**src/rtl/core/slipcrc_pkg.sv**
```systemverilog
// Shared types, codes and the byte-wide CRC-32 step for the SLIP deframer.
// No dependencies; imported by the deframer core, the output buffer and the top level.
package slipcrc_pkg;

  // SLIP framing bytes
  localparam logic [7:0] SlipEnd    = 8'hC0;
  localparam logic [7:0] SlipEsc    = 8'hDB;
  localparam logic [7:0] SlipEscEnd = 8'hDC;
  localparam logic [7:0] SlipEscEsc = 8'hDD;

  // reflected IEEE polynomial
  localparam logic [31:0] CrcPoly = 32'hEDB88320;

  // configuration port
  localparam int unsigned CfgIdxWidth  = 2;
  localparam int unsigned CfgDataWidth = 32;
  localparam logic [CfgIdxWidth-1:0] RegCrcSeed = 2'd0;
  localparam logic [CfgIdxWidth-1:0] RegMaxLen  = 2'd1;

  localparam logic [15:0] MaxLenReset = 16'hFFFF;

  typedef enum logic {
    KindData   = 1'b0,
    KindStatus = 1'b1
  } kind_e;

  typedef enum logic [1:0] {
    StatusOk       = 2'd0,
    StatusCrcErr   = 2'd1,
    StatusProtoErr = 2'd2,
    StatusTooLong  = 2'd3
  } status_e;

  typedef struct packed {
    logic [7:0] rx_byte;
  } rx_beat_t;

  typedef struct packed {
    kind_e       kind;
    logic [7:0]  data_byte;
    status_e     status;
    logic [15:0] frame_len;
  } res_beat_t;

  // One byte through the zlib-style CRC-32: complement in, eight shift steps, complement out.
  function automatic logic [31:0] crc32_byte(logic [31:0] crc, logic [7:0] b);
    logic [31:0] c;
    c = ~crc ^ {24'h000000, b};
    for (int i = 0; i < 8; i++) begin
      c = c[0] ? ((c >> 1) ^ CrcPoly) : (c >> 1);
    end
    return ~c;
  endfunction

endpackage

```
**src/rtl/core/slipcrc_skid.sv**
```systemverilog
// Two-entry output buffer between the deframer core and the result channel.
// Depends on slipcrc_pkg for the result beat type.
module slipcrc_skid (
  input  logic                   clk_i,
  input  logic                   rst_ni,
  input  logic                   push_i,
  input  slipcrc_pkg::res_beat_t push_data_i,
  output logic                   ready_o,
  output logic                   valid_o,
  input  logic                   pop_ready_i,
  output slipcrc_pkg::res_beat_t data_o
);
  import slipcrc_pkg::*;

  res_beat_t  slot0_q, slot1_q;
  logic [1:0] count_q, count_d;
  logic       pop;
  logic       load0;
  logic       load1;

  assign valid_o = (count_q != 2'd0);
  assign ready_o = (count_q != 2'd2);
  assign data_o  = slot0_q;
  assign pop     = valid_o && pop_ready_i;

  assign load0 = (count_q == 2'd0 && push_i) || (pop && count_q == 2'd1 && push_i) ||
                 (pop && count_q == 2'd2);
  assign load1 = push_i && !pop && count_q == 2'd1;

  always_comb begin
    count_d = count_q;
    if (push_i && !pop) begin
      count_d = count_q + 2'd1;
    end else if (pop && !push_i) begin
      count_d = count_q - 2'd1;
    end
  end

  always_ff @(posedge clk_i or negedge rst_ni) begin
    if (!rst_ni) begin
      count_q <= '0;
    end else begin
      count_q <= count_d;
    end
  end

  always_ff @(posedge clk_i) begin
    if (load0) begin
      slot0_q <= (count_q == 2'd2) ? slot1_q : push_data_i;
    end
    if (load1) begin
      slot1_q <= push_data_i;
    end
  end

  a_count_range: assert property (@(posedge clk_i) disable iff (!rst_ni)
    count_q != 2'd3)
    else $error("buffer count out of range");

  a_no_overflow: assert property (@(posedge clk_i) disable iff (!rst_ni)
    push_i |-> ready_o)
    else $error("push into full buffer");

  a_drain: assert property (@(posedge clk_i) disable iff (!rst_ni)
    (pop && !push_i && count_q == 2'd1) |=> !valid_o)
    else $error("buffer did not drain");

endmodule

```
**config.mk**
```make
export PLATFORM = sky130hd
export DESIGN_NAME = slipcrc_skid
export DESIGN_NICKNAME = d
export VERILOG_FILES = /design/src/rtl/core/slipcrc_pkg.sv /design/src/rtl/core/slipcrc_skid.sv
export SDC_FILE = /design/constraint.sdc
export NUM_CORES = 1
export LEC_CHECK = 0
export BUFFER_PORTS_ARGS = -buffer_cell sky130_fd_sc_hd__buf_2
export CORE_MARGIN = 2
export CORE_UTILIZATION = 47
export DETAILED_ROUTE_END_ITERATION = 8
export PLACE_DENSITY = 0.72
export SYNTH_ARGS = -nofsm -noshare
export SYNTH_HDL_FRONTEND = slang
export SYNTH_SLANG_ARGS = --single-unit
export TNS_END_PERCENT = 30
```
**constraint.sdc**
```tcl
create_clock -name clk_i -period 4.58 [get_ports clk_i]
set_clock_uncertainty 0.05 [all_clocks]
set_input_delay 1.145 -clock clk_i [delete_from_list [all_inputs] [get_ports clk_i]]
set_output_delay 1.145 -clock clk_i [all_outputs]
set_load 0.1 [all_outputs]
```
==> summary.txt <==
Root Driver: clkbuf_8
Yosys top cell by area: edfxtp_1
Worst path buffer plus inverter count: 3
CP required: 3380 ps
Net Count, Synth: 143
Worst R2R Start: count_q[0]$_DFFE_PN0P_
Post-Syn Area: 2256 um^2
Area occupied by multi-input gates: 520.5 um^2
Slew Viols, Final: 0
Commonest cells after routing, fill and taps aside: 59 x buf_2, 54 x edfxtp_1, 20 x mux2_4, 7 x mux2_2, 5 x clkbuf_8
Crit. Startpoint: count_q[0]$_DFFE_PN0P_
DR iter-0 viols: 57
Worst reg2reg path depth: 5
Gr ovfl total: 0
Slowest stage delay, CP: 770 ps
Max_cap viols: 0
Initial antenna violation count: 0
Nets@finish: 206
WS Path Type: flip-flop to primary output
Sequential fraction of the synthesis area: 74.10%
Synth Register Bits: 56
Async set or reset register ratio after synthesis: 3.571%
Post-route minimum period: 3258 ps
Number of H-tree levels: 2
Hold path depth: 1
Placer congestion estimate: 0.7768
First-pass GRT wire length: 5.416 mm
Die span in y: 73.28 um
I/O Buffers: 59
Reg-to-Reg End: data_o[8]$_DFFE_PP_
GRT Resource Usage Total: 13.79%
Top cell type's share of synthesized area: 71.88%
Postcts setup bufs: 0
Worst-path cell chain: inv_1, ha_2, inv_1, buf_2
Relative slew margins: 19.80%
Setup crit end kind: primary output
Ys flop type: edfxtp_1
Maximum clock path buffer count: 2
HP Class: flip-flop to flip-flop
Layout cells sized above 1: 54.65%
Core area: 4661 um^2
Fillers: 360
Post-route setup TNS: 0 ps
DRT antenna net count: 0
# diodes: 0
Status: completed
Routed vias/inst: 4.956
Die Wd: 73.28 um
DR vias: 1,120
EDFF count, synth: 54
Most frequent cell on the critical path: inv_1
Hold Buf Count CTS: 0
Vias in the first global route: 1,114
Worst Path Max Fanout: 28
Ports: 60
Reg2Reg Setup Slack: 1540 ps
Clk_lat worst skew: 300 ps
Critical Path Source Type: flip-flop
CTS Buf Count: 5
Hpwl dp: 2.496 mm
Top post-synthesis cells by area: edfxtp_1 72%, mux2_4 13%, mux2_2 3.5%, dfrtp_1 2.2%, ha_1 2.2%
Final Setup Violations: 0
Die ar.: 5370 um^2
FMAX: 0.3070 GHz
Final-report hold violation count: 0
# resized after CTS: 0
Worst path slowest cell: ha_2
Hold_sp: slot1_q[14]$_DFFE_PP_
DR pass1 iterations: 4
Worst slew pin tran: 1203 ps
Synth Warn #: 0
Sink Count: 56
Avg Synthesized Cell Area: 20.89 um^2
Top delay family on crit path: adder cells
Hold Path End: data_o[14]$_DFFE_PP_
Most common library cell in the layout ignoring fill and taps: buf_2
Pin count of the biggest net entering global routing: 29
Wirelength per Cell: 15.60 um
Site Rows: 25
Post-synth cell types: 20
DRC errors left: 0
Crit share post-route: 71.13%
TritonCTS clock tree: built
Mapped Cells: 108
Starting Density: 48.40%
Worst Path Arrival: 2060 ps
Drt total wl: 3.526 mm
CTS clock-pin slew for the worst setup and hold paths: 90 ps
P&R area growth vs syn: 17.47%
RSZ-0062 raised after global routing: false
FF/Latch Area: 1672 um^2
## final cells by class
class | count | share of cell area (%)
sequential | 56 | 63.08
multi-input combinational | 45 | 19.64
timing repair buffer | 59 | 11.14
clock buffer | 7 | 2.880
tap | 54 | 2.550
inverter | 4 | 0.5666
clock inverter | 1 | 0.1416
## worst reg2reg max path, cell delays in order, from the launching register on
cell	delay [ps]
dfrtp_1	420
inv_1	110
ha_2	770
inv_1	130
o21ai_0	220
a22o_1	950
## per-stage QoR
stage                     setup WS, ps  area (um^2)  utilization, %  std cells  hold slack, ps
final                             1322         2650           56.86        226           504.0
after detailed placement          1516         2570           55.14        218           477.7
after floorplan                   1991         2256               -        108           440.0
after global placement            1704         2570           55.14        218           456.5
after global routing              1213         2650           56.86        226           514.0
after CTS                         1287         2650           56.86        226           506.5
## flip-flops by register name, summed over array words and instances, names as in the netlist
signal / count
count_q: 2
data_o: 27
slot1_q: 27
## Yosys cell counts (all sizes together) (2+ instances only)
library cell / count
inv: 4
nand2: 2
o21ai: 2
dfrtp: 2
buf: 3
nand2b: 2
edfxtp: 54
ha: 4
mux2: 27
## metal layers
metal	vias to the layer above	routed length, um	GRT usage (%)
met5	-	0	0
met3	5	218	4.664
met1	537	1527	17.41
met2	39	1741	22.22
li1	539	-	-
met4	0	39	4.938
## worst max path at each step
stage	endpoint	slack [ps]	depth (start not counted)
2_1_floorplan	data_o[0]$_DFFE_PP_	1990	6
3_5_place_dp	data_o[20]$_DFFE_PP_	1520	5
4_1_cts	ready_o	1290	4
6_report	ready_o	1320	4
5_1_grt	ready_o	1210	4
3_3_place_gp	data_o[0]$_DFFE_PP_	1700	5
## kinds of logic (layout without fill, tap and decap cells)
family / Yosys count / in the layout / synth area share, %
DFF: 56 / 56 / 74.10
muxes: 27 / 27 / 16.81
and+or+nand+nor: 8 / 8 / 2.219
buffers and inverters: 7 / 71 / 2.939
AOI/OAI and AO/OA: 6 / 6 / 1.719
adders and majority gates: 4 / 4 / 2.219
Power is not shown: default switching activity piles up to over one toggle a cycle in this logic, so the estimate is an artifact.
