===== config.mk =====
export PLATFORM = sky130hd
export DESIGN_NAME = slipcrc_deframe
export DESIGN_NICKNAME = d
export VERILOG_FILES = /design/src/rtl/core/slipcrc_pkg.sv /design/src/rtl/core/slipcrc_deframe.sv
export SDC_FILE = /design/constraint.sdc
export NUM_CORES = 1
export LEC_CHECK = 0
export BUFFER_PORTS_ARGS = -buffer_cell sky130_fd_sc_hd__buf_2
export CAP_MARGIN = 20
export CELL_PAD_IN_SITES_DETAIL_PLACEMENT = 0
export CELL_PAD_IN_SITES_GLOBAL_PLACEMENT = 1
export CORE_MARGIN = 1
export CORE_UTILIZATION = 40
export DETAILED_ROUTE_END_ITERATION = 7
export GPL_TIMING_DRIVEN = 0
export MAX_ROUTING_LAYER = met4
export PLACE_DENSITY = 0.77
export SLEW_MARGIN = 20
export SYNTH_ARGS = -nofsm -noshare
export SYNTH_HDL_FRONTEND = slang
export SYNTH_SLANG_ARGS = --single-unit
export TNS_END_PERCENT = 10

===== constraint.sdc =====
create_clock -name clk_i -period 3.53 [get_ports clk_i]
set_input_delay 0.706 -clock clk_i [delete_from_list [all_inputs] [get_ports clk_i]]
set_output_delay 0.706 -clock clk_i [all_outputs]
set_load 0.1 [all_outputs]

===== src/rtl/core/slipcrc_pkg.sv =====
// Shared types, codes and the byte-wide CRC-32 step for the SLIP deframer.
// No dependencies; imported by the deframer core, the output buffer and the top level.
package slipcrc_pkg;

  // SLIP framing bytes
  localparam logic [7:0] SlipEnd    = 8'hC0;
  localparam logic [7:0] SlipEsc    = 8'hDB;
  localparam logic [7:0] SlipEscEnd = 8'hDC;
  localparam logic [7:0] SlipEscEsc = 8'hDD;

  // reflected IEEE polynomial
  localparam logic [31:0] CrcPoly = 32'hEDB88320;

  // configuration port
  localparam int unsigned CfgIdxWidth  = 2;
  localparam int unsigned CfgDataWidth = 32;
  localparam logic [CfgIdxWidth-1:0] RegCrcSeed = 2'd0;
  localparam logic [CfgIdxWidth-1:0] RegMaxLen  = 2'd1;

  localparam logic [15:0] MaxLenReset = 16'hFFFF;

  typedef enum logic {
    KindData   = 1'b0,
    KindStatus = 1'b1
  } kind_e;

  typedef enum logic [1:0] {
    StatusOk       = 2'd0,
    StatusCrcErr   = 2'd1,
    StatusProtoErr = 2'd2,
    StatusTooLong  = 2'd3
  } status_e;

  typedef struct packed {
    logic [7:0] rx_byte;
  } rx_beat_t;

  typedef struct packed {
    kind_e       kind;
    logic [7:0]  data_byte;
    status_e     status;
    logic [15:0] frame_len;
  } res_beat_t;

  // One byte through the zlib-style CRC-32: complement in, eight shift steps, complement out.
  function automatic logic [31:0] crc32_byte(logic [31:0] crc, logic [7:0] b);
    logic [31:0] c;
    c = ~crc ^ {24'h000000, b};
    for (int i = 0; i < 8; i++) begin
      c = c[0] ? ((c >> 1) ^ CrcPoly) : (c >> 1);
    end
    return ~c;
  endfunction

endpackage


===== src/rtl/core/slipcrc_deframe.sv =====
// SLIP unescape, four-byte trailer delay, running CRC-32 and frame status.
// Depends on slipcrc_pkg. Holds the configuration registers.
module slipcrc_deframe #(
  parameter int unsigned COUNT_WIDTH = 16
) (
  input  logic                                     clk_i,
  input  logic                                     rst_ni,
  input  logic                                     cfg_we_i,
  input  logic [slipcrc_pkg::CfgIdxWidth-1:0]      cfg_idx_i,
  input  logic [slipcrc_pkg::CfgDataWidth-1:0]     cfg_data_i,
  input  logic                                     acc_i,
  input  logic [7:0]                               rx_byte_i,
  output logic                                     res_valid_o,
  output slipcrc_pkg::res_beat_t                   res_o
);
  import slipcrc_pkg::*;

  localparam int unsigned CmpWidth = (COUNT_WIDTH > 16) ? COUNT_WIDTH : 16;

  logic [31:0]            crc_seed_q;
  logic [15:0]            max_len_q;
  logic [31:0]            crc_q, crc_d;
  logic [3:0][7:0]        tail_q, tail_d;
  logic [COUNT_WIDTH-1:0] cnt_q, cnt_d;
  logic                   esc_q, esc_d;
  logic                   discard_q, discard_d;

  logic                   is_end;
  logic                   do_push;
  logic [7:0]             push_val;
  logic                   restart;
  logic                   at_limit;
  logic                   have_trailer;
  logic [COUNT_WIDTH-1:0] payload_len;

  assign is_end       = (rx_byte_i == SlipEnd);
  assign have_trailer = (cnt_q >= COUNT_WIDTH'(4));
  assign at_limit     = (CmpWidth'(cnt_q) == CmpWidth'(max_len_q)) || (&cnt_q);
  assign payload_len  = cnt_q - COUNT_WIDTH'(4);

  always_comb begin
    res_valid_o = 1'b0;
    res_o       = '0;
    do_push     = 1'b0;
    push_val    = rx_byte_i;
    restart     = 1'b0;
    esc_d       = esc_q;
    discard_d   = discard_q;
    crc_d       = crc_q;
    tail_d      = tail_q;
    cnt_d       = cnt_q;

    if (acc_i) begin
      if (discard_q) begin
        restart = is_end;
      end else if (is_end) begin
        res_valid_o = 1'b1;
        res_o.kind  = KindStatus;
        if (!have_trailer) begin
          res_o.status = StatusProtoErr;
        end else if ({tail_q[0], tail_q[1], tail_q[2], tail_q[3]} == crc_q) begin
          res_o.status    = StatusOk;
          res_o.frame_len = 16'(payload_len);
        end else begin
          res_o.status = StatusCrcErr;
        end
        restart = 1'b1;
      end else if (at_limit) begin
        discard_d    = 1'b1;
        res_valid_o  = 1'b1;
        res_o.kind   = KindStatus;
        res_o.status = StatusTooLong;
      end else if (esc_q) begin
        esc_d = 1'b0;
        if (rx_byte_i == SlipEscEsc) begin
          do_push  = 1'b1;
          push_val = SlipEsc;
        end else if (rx_byte_i == SlipEscEnd) begin
          do_push  = 1'b1;
          push_val = SlipEnd;
        end else begin
          discard_d    = 1'b1;
          res_valid_o  = 1'b1;
          res_o.kind   = KindStatus;
          res_o.status = StatusProtoErr;
        end
      end else if (rx_byte_i == SlipEsc) begin
        esc_d = 1'b1;
      end else begin
        do_push = 1'b1;
      end
    end

    // the oldest byte leaves the delay once four are held
    if (do_push) begin
      if (have_trailer) begin
        crc_d           = crc32_byte(crc_q, tail_q[0]);
        res_valid_o     = 1'b1;
        res_o.kind      = KindData;
        res_o.data_byte = tail_q[0];
        res_o.status    = StatusOk;
      end
      tail_d = {push_val, tail_q[3], tail_q[2], tail_q[1]};
      cnt_d  = cnt_q + COUNT_WIDTH'(1);
    end

    if (restart) begin
      crc_d     = crc_seed_q;
      tail_d    = '0;
      cnt_d     = '0;
      esc_d     = 1'b0;
      discard_d = 1'b0;
    end
  end

  always_ff @(posedge clk_i or negedge rst_ni) begin
    if (!rst_ni) begin
      crc_seed_q <= '0;
      max_len_q  <= MaxLenReset;
    end else if (cfg_we_i) begin
      unique case (cfg_idx_i)
        RegCrcSeed: crc_seed_q <= cfg_data_i;
        RegMaxLen:  max_len_q  <= cfg_data_i[15:0];
        default: ;
      endcase
    end
  end

  always_ff @(posedge clk_i or negedge rst_ni) begin
    if (!rst_ni) begin
      crc_q     <= '0;
      tail_q    <= '0;
      cnt_q     <= '0;
      esc_q     <= 1'b0;
      discard_q <= 1'b0;
    end else begin
      crc_q     <= crc_d;
      tail_q    <= tail_d;
      cnt_q     <= cnt_d;
      esc_q     <= esc_d;
      discard_q <= discard_d;
    end
  end

  a_discard_silent: assert property (@(posedge clk_i) disable iff (!rst_ni)
    discard_q |-> !res_valid_o)
    else $error("output while discarding");

  a_end_restarts: assert property (@(posedge clk_i) disable iff (!rst_ni)
    (acc_i && is_end) |=> (cnt_q == '0) && !discard_q && !esc_q)
    else $error("END did not restart the frame");

  a_data_clean: assert property (@(posedge clk_i) disable iff (!rst_ni)
    (res_valid_o && res_o.kind == KindData) |-> (res_o.status == StatusOk) &&
      (res_o.frame_len == '0) && have_trailer)
    else $error("malformed data beat");

  a_len_only_ok: assert property (@(posedge clk_i) disable iff (!rst_ni)
    (res_valid_o && res_o.status != StatusOk) |-> (res_o.frame_len == '0))
    else $error("length on a failed frame");

endmodule


==> results of run 1 <==
## stage by stage
step / utilization [%] / hold slack, ns / setup WS, ns / TNS [ns] / instance area [sq um]
global route: 50.4 / 0.199 / -0.146 / -2.46 / 8840
CTS: 50.0 / 0.193 / -0.0619 / -0.576 / 8770
finish: 50.4 / 0.187 / -0.0999 / -1.06 / 8840
floorplan: - / 0.410 / -0.422 / -6.01 / 7270
detailed placement: 45.3 / 0.474 / -0.504 / -6.74 / 7950
global placement: 45.1 / 0.464 / -0.564 / -13.01 / 7910
## cell usage after synthesis, drive strengths merged, types with 2 or more instances
| cell type | number |
|---|---|
| nor3 | 5 |
| and3 | 6 |
| nand4 | 16 |
| dfstp | 16 |
| or2 | 2 |
| or4 | 6 |
| o31ai | 4 |
| nor4 | 15 |
| nand3b | 3 |
| a21oi | 35 |
| ha | 5 |
| and4 | 2 |
| xor2 | 31 |
| buf | 19 |
| nand2b | 5 |
| nor3b | 2 |
| mux2 | 48 |
| and2 | 10 |
| mux2i | 5 |
| nor2 | 61 |
| nand2 | 109 |
| xnor3 | 3 |
| clkbuf | 26 |
| nand3 | 7 |
| o22ai | 3 |
| a221o | 3 |
| xnor2 | 100 |
| o21ai | 64 |
| a21o | 2 |
| o21a | 3 |
| or3 | 5 |
| dfrtp | 114 |
| inv | 11 |
## power by group through the flow
stage               clock, mW  combinational (mW)  sequential, mW
floorplan                   0                2.40            2.25
global placement            0                2.81            2.49
detailed placement          0                2.82            2.48
CTS                      1.66                2.88            2.47
global route             1.73                3.19            2.53
finish                   1.65                2.89            2.48
## worst max-delay path by stage
stage / cells past startpoint / endpoint / slack (ns)
6_report: 8 / res_o[13] / -0.1
5_1_grt: 9 / res_o[13] / -0.15
4_1_cts: 8 / res_o[13] / -0.06
3_5_place_dp: 8 / res_o[22] / -0.50
3_3_place_gp: 8 / res_o[19] / -0.56
2_1_floorplan: 6 / res_o[5] / -0.42
## logic make-up (layout without fill, tap and decap cells)
kind of cell             Yosys count  in the layout  share of synthesized area [%]
AO/OA/AOI/OAI                    119            119                           9.25
flip-flops                       130            130                           45.0
multiplexers                      53             53                           8.13
buffers and inverters             56            169                           3.48
XOR/XNOR                         134            134                           16.8
adder cells (fa/ha/maj)            5              5                          0.861
AND/OR/NAND/NOR                  256            256                           16.4
## registers in the layout, indices dropped and copies added (netlist names)
register / count
tail_q: 32
discard_q: 1
esc_q: 1
max_len_q: 16
crc_q: 32
cnt_q: 16
crc_seed_q: 32
## cell type report
| class | instances | area (sq um) |
|---|---|---|
| tap | 225 | 282 |
| clock buffer | 21 | 450 |
| buffer | 43 | 224 |
| sequential | 130 | 3270 |
| multi-input combinational | 567 | 3820 |
| fill | 1689 | 8690 |
| timing repair buffer | 84 | 662 |
| inverter | 11 | 41.3 |
| clock inverter | 10 | 90.1 |
## critical path, delay by kind of cell, from the launching register on
family	cells	cell delay (ns)
AOI/OAI and AO/OA	1	0.44
buffers and inverters	2	0.39
DFF	1	0.40
and+or+nand+nor	5	1.27
## routing by layer
metal / part of all wire, % / vias to the layer above / wire (microns) / track usage, %
li1: - / 2743 / - / -
met1: 48 / 2856 / 9870 / 34.3
met2: 46 / 143 / 9320 / 35.3
met3: 5.1 / 20 / 1050 / 5.04
met4: 1.1 / 0 / 223 / 6.17
met5: 0 / - / 0 / -
## what timing repair did
item,4_1_cts,5_1_grt
gates cloned,1,0
pin swaps,5,1
hold endpoints to repair,0,0
buffers inserted,8,1
gates resized for setup,71,20
endpoints found under the setup margin,28,28
==> impl_metrics.csv, run 1 <==
group,metric,value,unit
clock_tree,cts_buffer_depth,2,
die,io_pins,74,
worst_setup_path,regToRegSetupSlack,0.79,ns
power,power_density,794,nW/um^2
global_route,grt_pass1_wl,32.3,mm
synth,synth_top_area_share,39.3,%
synth,synthTopCellsByArea,"dfrtp_1, xnor2_1, mux2_2",
sta,final.min_clock_period,3.63,ns
sta,rsz0062_at_grt,"yes",
route,vias,5762,
worst_setup_path,critPathSlowestCell,"or4_4",
clock_tree,cts_max_level,4,
die,die_h,137,microns
finish,nets,905,
power,sequentialPowerShare,35.4,%
synth,ys.flop_type,"dfrtp_1",
sta,slew_viol_final,0,
route,drt_iter0_markers,418,
global_route,grt_usage,24.2,%
global_route,antenna_found_initial,0,
placement,port_buffers,73,
synth,yosys_warnings,0,
synth,synth_edf_count,0,
sta,max_freq,275,MHz
status,status,"finished, violations left",
clock_tree,holdBufCountCts,0,
power,p_switching,2.60,mW
clock_tree,clk_latency,0.43,ns
route,wl_per_cell,18.8,microns
power,comb_power_share,41.2,%
sta,skew,0.00860,ns
placement,dp.cells,1052,
synth,synthArstFlopShare,100,%
job,cap_violations,0,
power,switching_share,37.0,%
die,core-area,17500,sq um
route,ant_nets,0,
worst_setup_path,arrival,2.92,ns
worst_setup_path,reg2reg_to,"cnt_q[15]",
finish,antennaDiodeCount,0,
power,clkPwrFrac,23.4,%
worst_setup_path,cp-start-kind,"flop",
power,p_total,7.02,mW
worst_setup_path,regToRegStartpoint,"cnt_q[14]",
global_route,grt_pass1_vias,5634,
worst_setup_path,slowest_delay,0.54,ns
sta,tightest_slew,0.831,ns
worst_setup_path,cp_max_fo,5,
finish,fin_cells,1091,
route,first_pass_iters,5,
synth,ys_seq_area_share,45.0,%
global_route,overflow,0,
worst_setup_path,path_cells,"or4_4 -> or3_4 -> a2111oi_4 -> nor2_2 -> nand4_1 -> buf_4 -> nor2_1 -> buf_6",
worst_setup_path,cp-end-kind,"primary output",
finish,syn2layout_area_growth,21.7,%
power,ir_drop,558,uV
die,die_area,18700,sq um
global_route,grt_max_degree,80,
die,die_w,137,microns
finish,final_common_cell,"dfrtp_1",
synth,avgSynthCellArea,9.65,sq um
finish,drive_gt1_share,25.4,%
sta,timing.final.crit_share,103,%
sta,hold_viol,0,
power,p_int,4.43,mW
clock_tree,root_buffer,"clkbuf_16",
clock_tree,clock-sinks,130,
route,drt_wl_total,20.5,mm
clock_tree,clkSlewWorstSetupHoldPaths,0.06,ns
worst_setup_path,crit_required,2.82,ns
synth,synth_top_cell_by_area,"dfrtp_1",
synth,synth_cell_type_count,49,
placement,gp_congestion,0.908,
sta,setup_viol,22,
worst_setup_path,cp-startpoint,"cnt_q[12]",
synth,syn-num-nets,804,
placement,place.detailed.hpwl,14.8,mm
synth,synthCells,753,
route,drc,0,
worst_setup_path,worstSetupPathType,"flop to primary output",
power,power_leakage,3.73,nW
sta,worst_slack,-0.0999,ns
die,start_util,41.4,%
clock_tree,tritoncts,"done",
synth,synth-seq-cells,130,
min_path,hp-class,"primary input to asynchronous set/reset pin",
synth,syn_area,7270,sq um
clock_tree,cts_buffers,17,
route,via_per_inst,5.28,
sta,relSlewSlack,44.1,%
worst_setup_path,r2r_cells,9,
die,rows,48,
status,violations,"negative setup slack",
finish,final_cell_mix,"dfrtp_1, nand2_1, xnor2_1",
Note: power is estimated with default switching activity, not from simulation.
==> run 2, diff against run 1 <==
--- a/config.mk
+++ b/config.mk
@@ -12,7 +12,6 @@
 export CORE_MARGIN = 1
 export CORE_UTILIZATION = 40
 export DETAILED_ROUTE_END_ITERATION = 7
-export GPL_TIMING_DRIVEN = 0
 export MAX_ROUTING_LAYER = met4
 export PLACE_DENSITY = 0.77
 export SLEW_MARGIN = 20
==> impl_metrics.csv, run 2 (synthesis results as in run 1) <==
group,metric,value,unit
placement,dpl_worst_slack,0.291,ns
finish,nets,882,
sta,final.min_clock_period,3.42,ns
placement,place.detailed.hpwl,14.0,mm
power,power_density,779,nW/um^2
finish,syn2layout_area_growth,24.0,%
global_route,grt_pass1_wl,31.3,mm
clock_tree,holdBufCountCts,0,
sta,hold_viol,0,
status,status,"finished, final reports clean",
power,p_total,7.02,mW
clock_tree,clock-sinks,130,
clock_tree,cts_buffer_depth,2,
placement,port_buffers,73,
worst_setup_path,reg2reg_to,"crc_q[1]",
die,die_h,137,microns
die,die_w,137,microns
sta,rsz0062_at_grt,"no",
global_route,grt_usage,23.2,%
route,first_pass_iters,4,
sta,skew,0.00988,ns
finish,fin_util,51.4,%
worst_setup_path,regToRegStartpoint,"cnt_q[12]",
route,drc,0,
worst_setup_path,cp_max_fo,16,
die,rows,48,
clock_tree,tritoncts,"done",
worst_setup_path,cp-start-kind,"flop",
finish,final_cell_area,9010,sq um
sta,whs,0.253,ns
clock_tree,clk_latency,0.43,ns
placement,gp_congestion,0.862,
worst_setup_path,arrival,2.72,ns
worst_setup_path,cp-end-kind,"primary output",
die,io_pins,74,
route,ant_nets,0,
job,cap_violations,0,
global_route,antenna_found_initial,0,
global_route,overflow,0,
finish,antennaDiodeCount,0,
route,wl_per_cell,18.0,microns
route,drt_iter0_markers,554,
sta,tightest_slew,0.840,ns
worst_setup_path,crit_required,2.82,ns
min_path,hp-class,"primary input to asynchronous set/reset pin",
clock_tree,cts_buffers,17,
finish,reg_top3,"crc_q (32), crc_seed_q (32), tail_q (32)",
clock_tree,post_cts_buffers,0,
power,ir_drop,698,uV
global_route,grt_pass1_vias,5657,
sta,relSlewSlack,43.8,%
sta,worst_slack,0.107,ns
worst_setup_path,r2r_cells,8,
finish,drive_gt1_share,25.8,%
worst_setup_path,worstSetupPathType,"flop to primary output",
clock_tree,root_buffer,"clkbuf_16",
route,via_per_inst,5.27,
sta,slew_viol_final,0,
die,start_util,41.4,%
sta,timing.final.crit_share,97.0,%
clock_tree,cts_max_level,4,
finish,final_cell_mix,"dfrtp_1, nand2_1, xnor2_1",
die,core-area,17500,sq um
power,power_leakage,3.79,nW
die,die_area,18700,sq um
route,drt_wl_total,19.2,mm
sta,setup_viol,0,
placement,place_area,8410,sq um
global_route,grt_max_degree,69,
finish,final_common_cell,"dfrtp_1",
clock_tree,clkSlewWorstSetupHoldPaths,0.06,ns
worst_setup_path,regToRegSetupSlack,0.87,ns
sta,max_freq,292,MHz
route,vias,5633,
-- run 2: changes by cell type in the layout (fill, tap and decap cells not counted), moves of 3 or more --
cell / previous run / this run
clkbuf_1: 23 / 0
buf_12: 1 / 31
buf_2: 54 / 44
buf_8: 3 / 0
buf_4: 13 / 28
buf_6: 28 / 1
clkbuf_2: 4 / 0
inv_6: 0 / 5
-- run 2: layout make-up --
type	instances	area, sq um
Clock buffer	19	453
Clock inverter	13	100
Fill cell	1636	8530
Inverter	11	41.3
Multi-Input combinational cell	567	3800
Sequential cell	130	3270
Tap cell	225	282
Timing Repair Buffer	104	1060
-- run 2: where the power goes --
part	internal, mW	leakage [nW]	switching [mW]
Clock	0.943	0.271	0.704
Combinational	1.55	1.93	1.33
Sequential	1.92	1.59	0.562
-- run 2: worst max-delay path, stage by stage, from the launching register on --
cell and delay, ns:
dfrtp_1 0.38, or4_4 0.54, or3_4 0.36, a2111oi_4 0.32
nor2_2 0.11, nand4_1 0.12, buf_6 0.17, a21oi_1 0.09
buf_12 0.19
-- run 2: per-stage QoR --
stage               setup TNS [ns]  instances
finish                           0       1069
global route                     0       1069
CTS                              0       1069
detailed placement               0       1037
global placement                 0       1037
floorplan                    -6.01        753
-- run 2: worst max path at each step --
stage                       from        end  slack, ns  cells after the start
floorplan           rx_byte_i[5]   res_o[5]      -0.42                      6
global placement    rx_byte_i[5]   res_o[4]       0.36                      9
detailed placement  rx_byte_i[5]   res_o[5]       0.29                      9
CTS                     cnt_q[6]  res_o[17]       0.03                      7
global route           cnt_q[12]   res_o[5]       0.01                      8
finish                 cnt_q[12]   res_o[5]       0.11                      8
-- run 2: metal layers --
layer / wire length (microns) / global-route usage (%) / part of all wire, %
met3: 781 / 4.22 / 4.1
met1: 9310 / 32.1 / 48
met2: 8700 / 33.8 / 45
met5: 0 / - / 0
met4: 412 / 8.67 / 2.1
-- run 2: what timing repair did --
action	CTS	global route
setup endpoints to repair	24	28
hold endpoints to repair	0	0
pin swaps	1	0
gates resized for setup	3	7
cloned	0	0
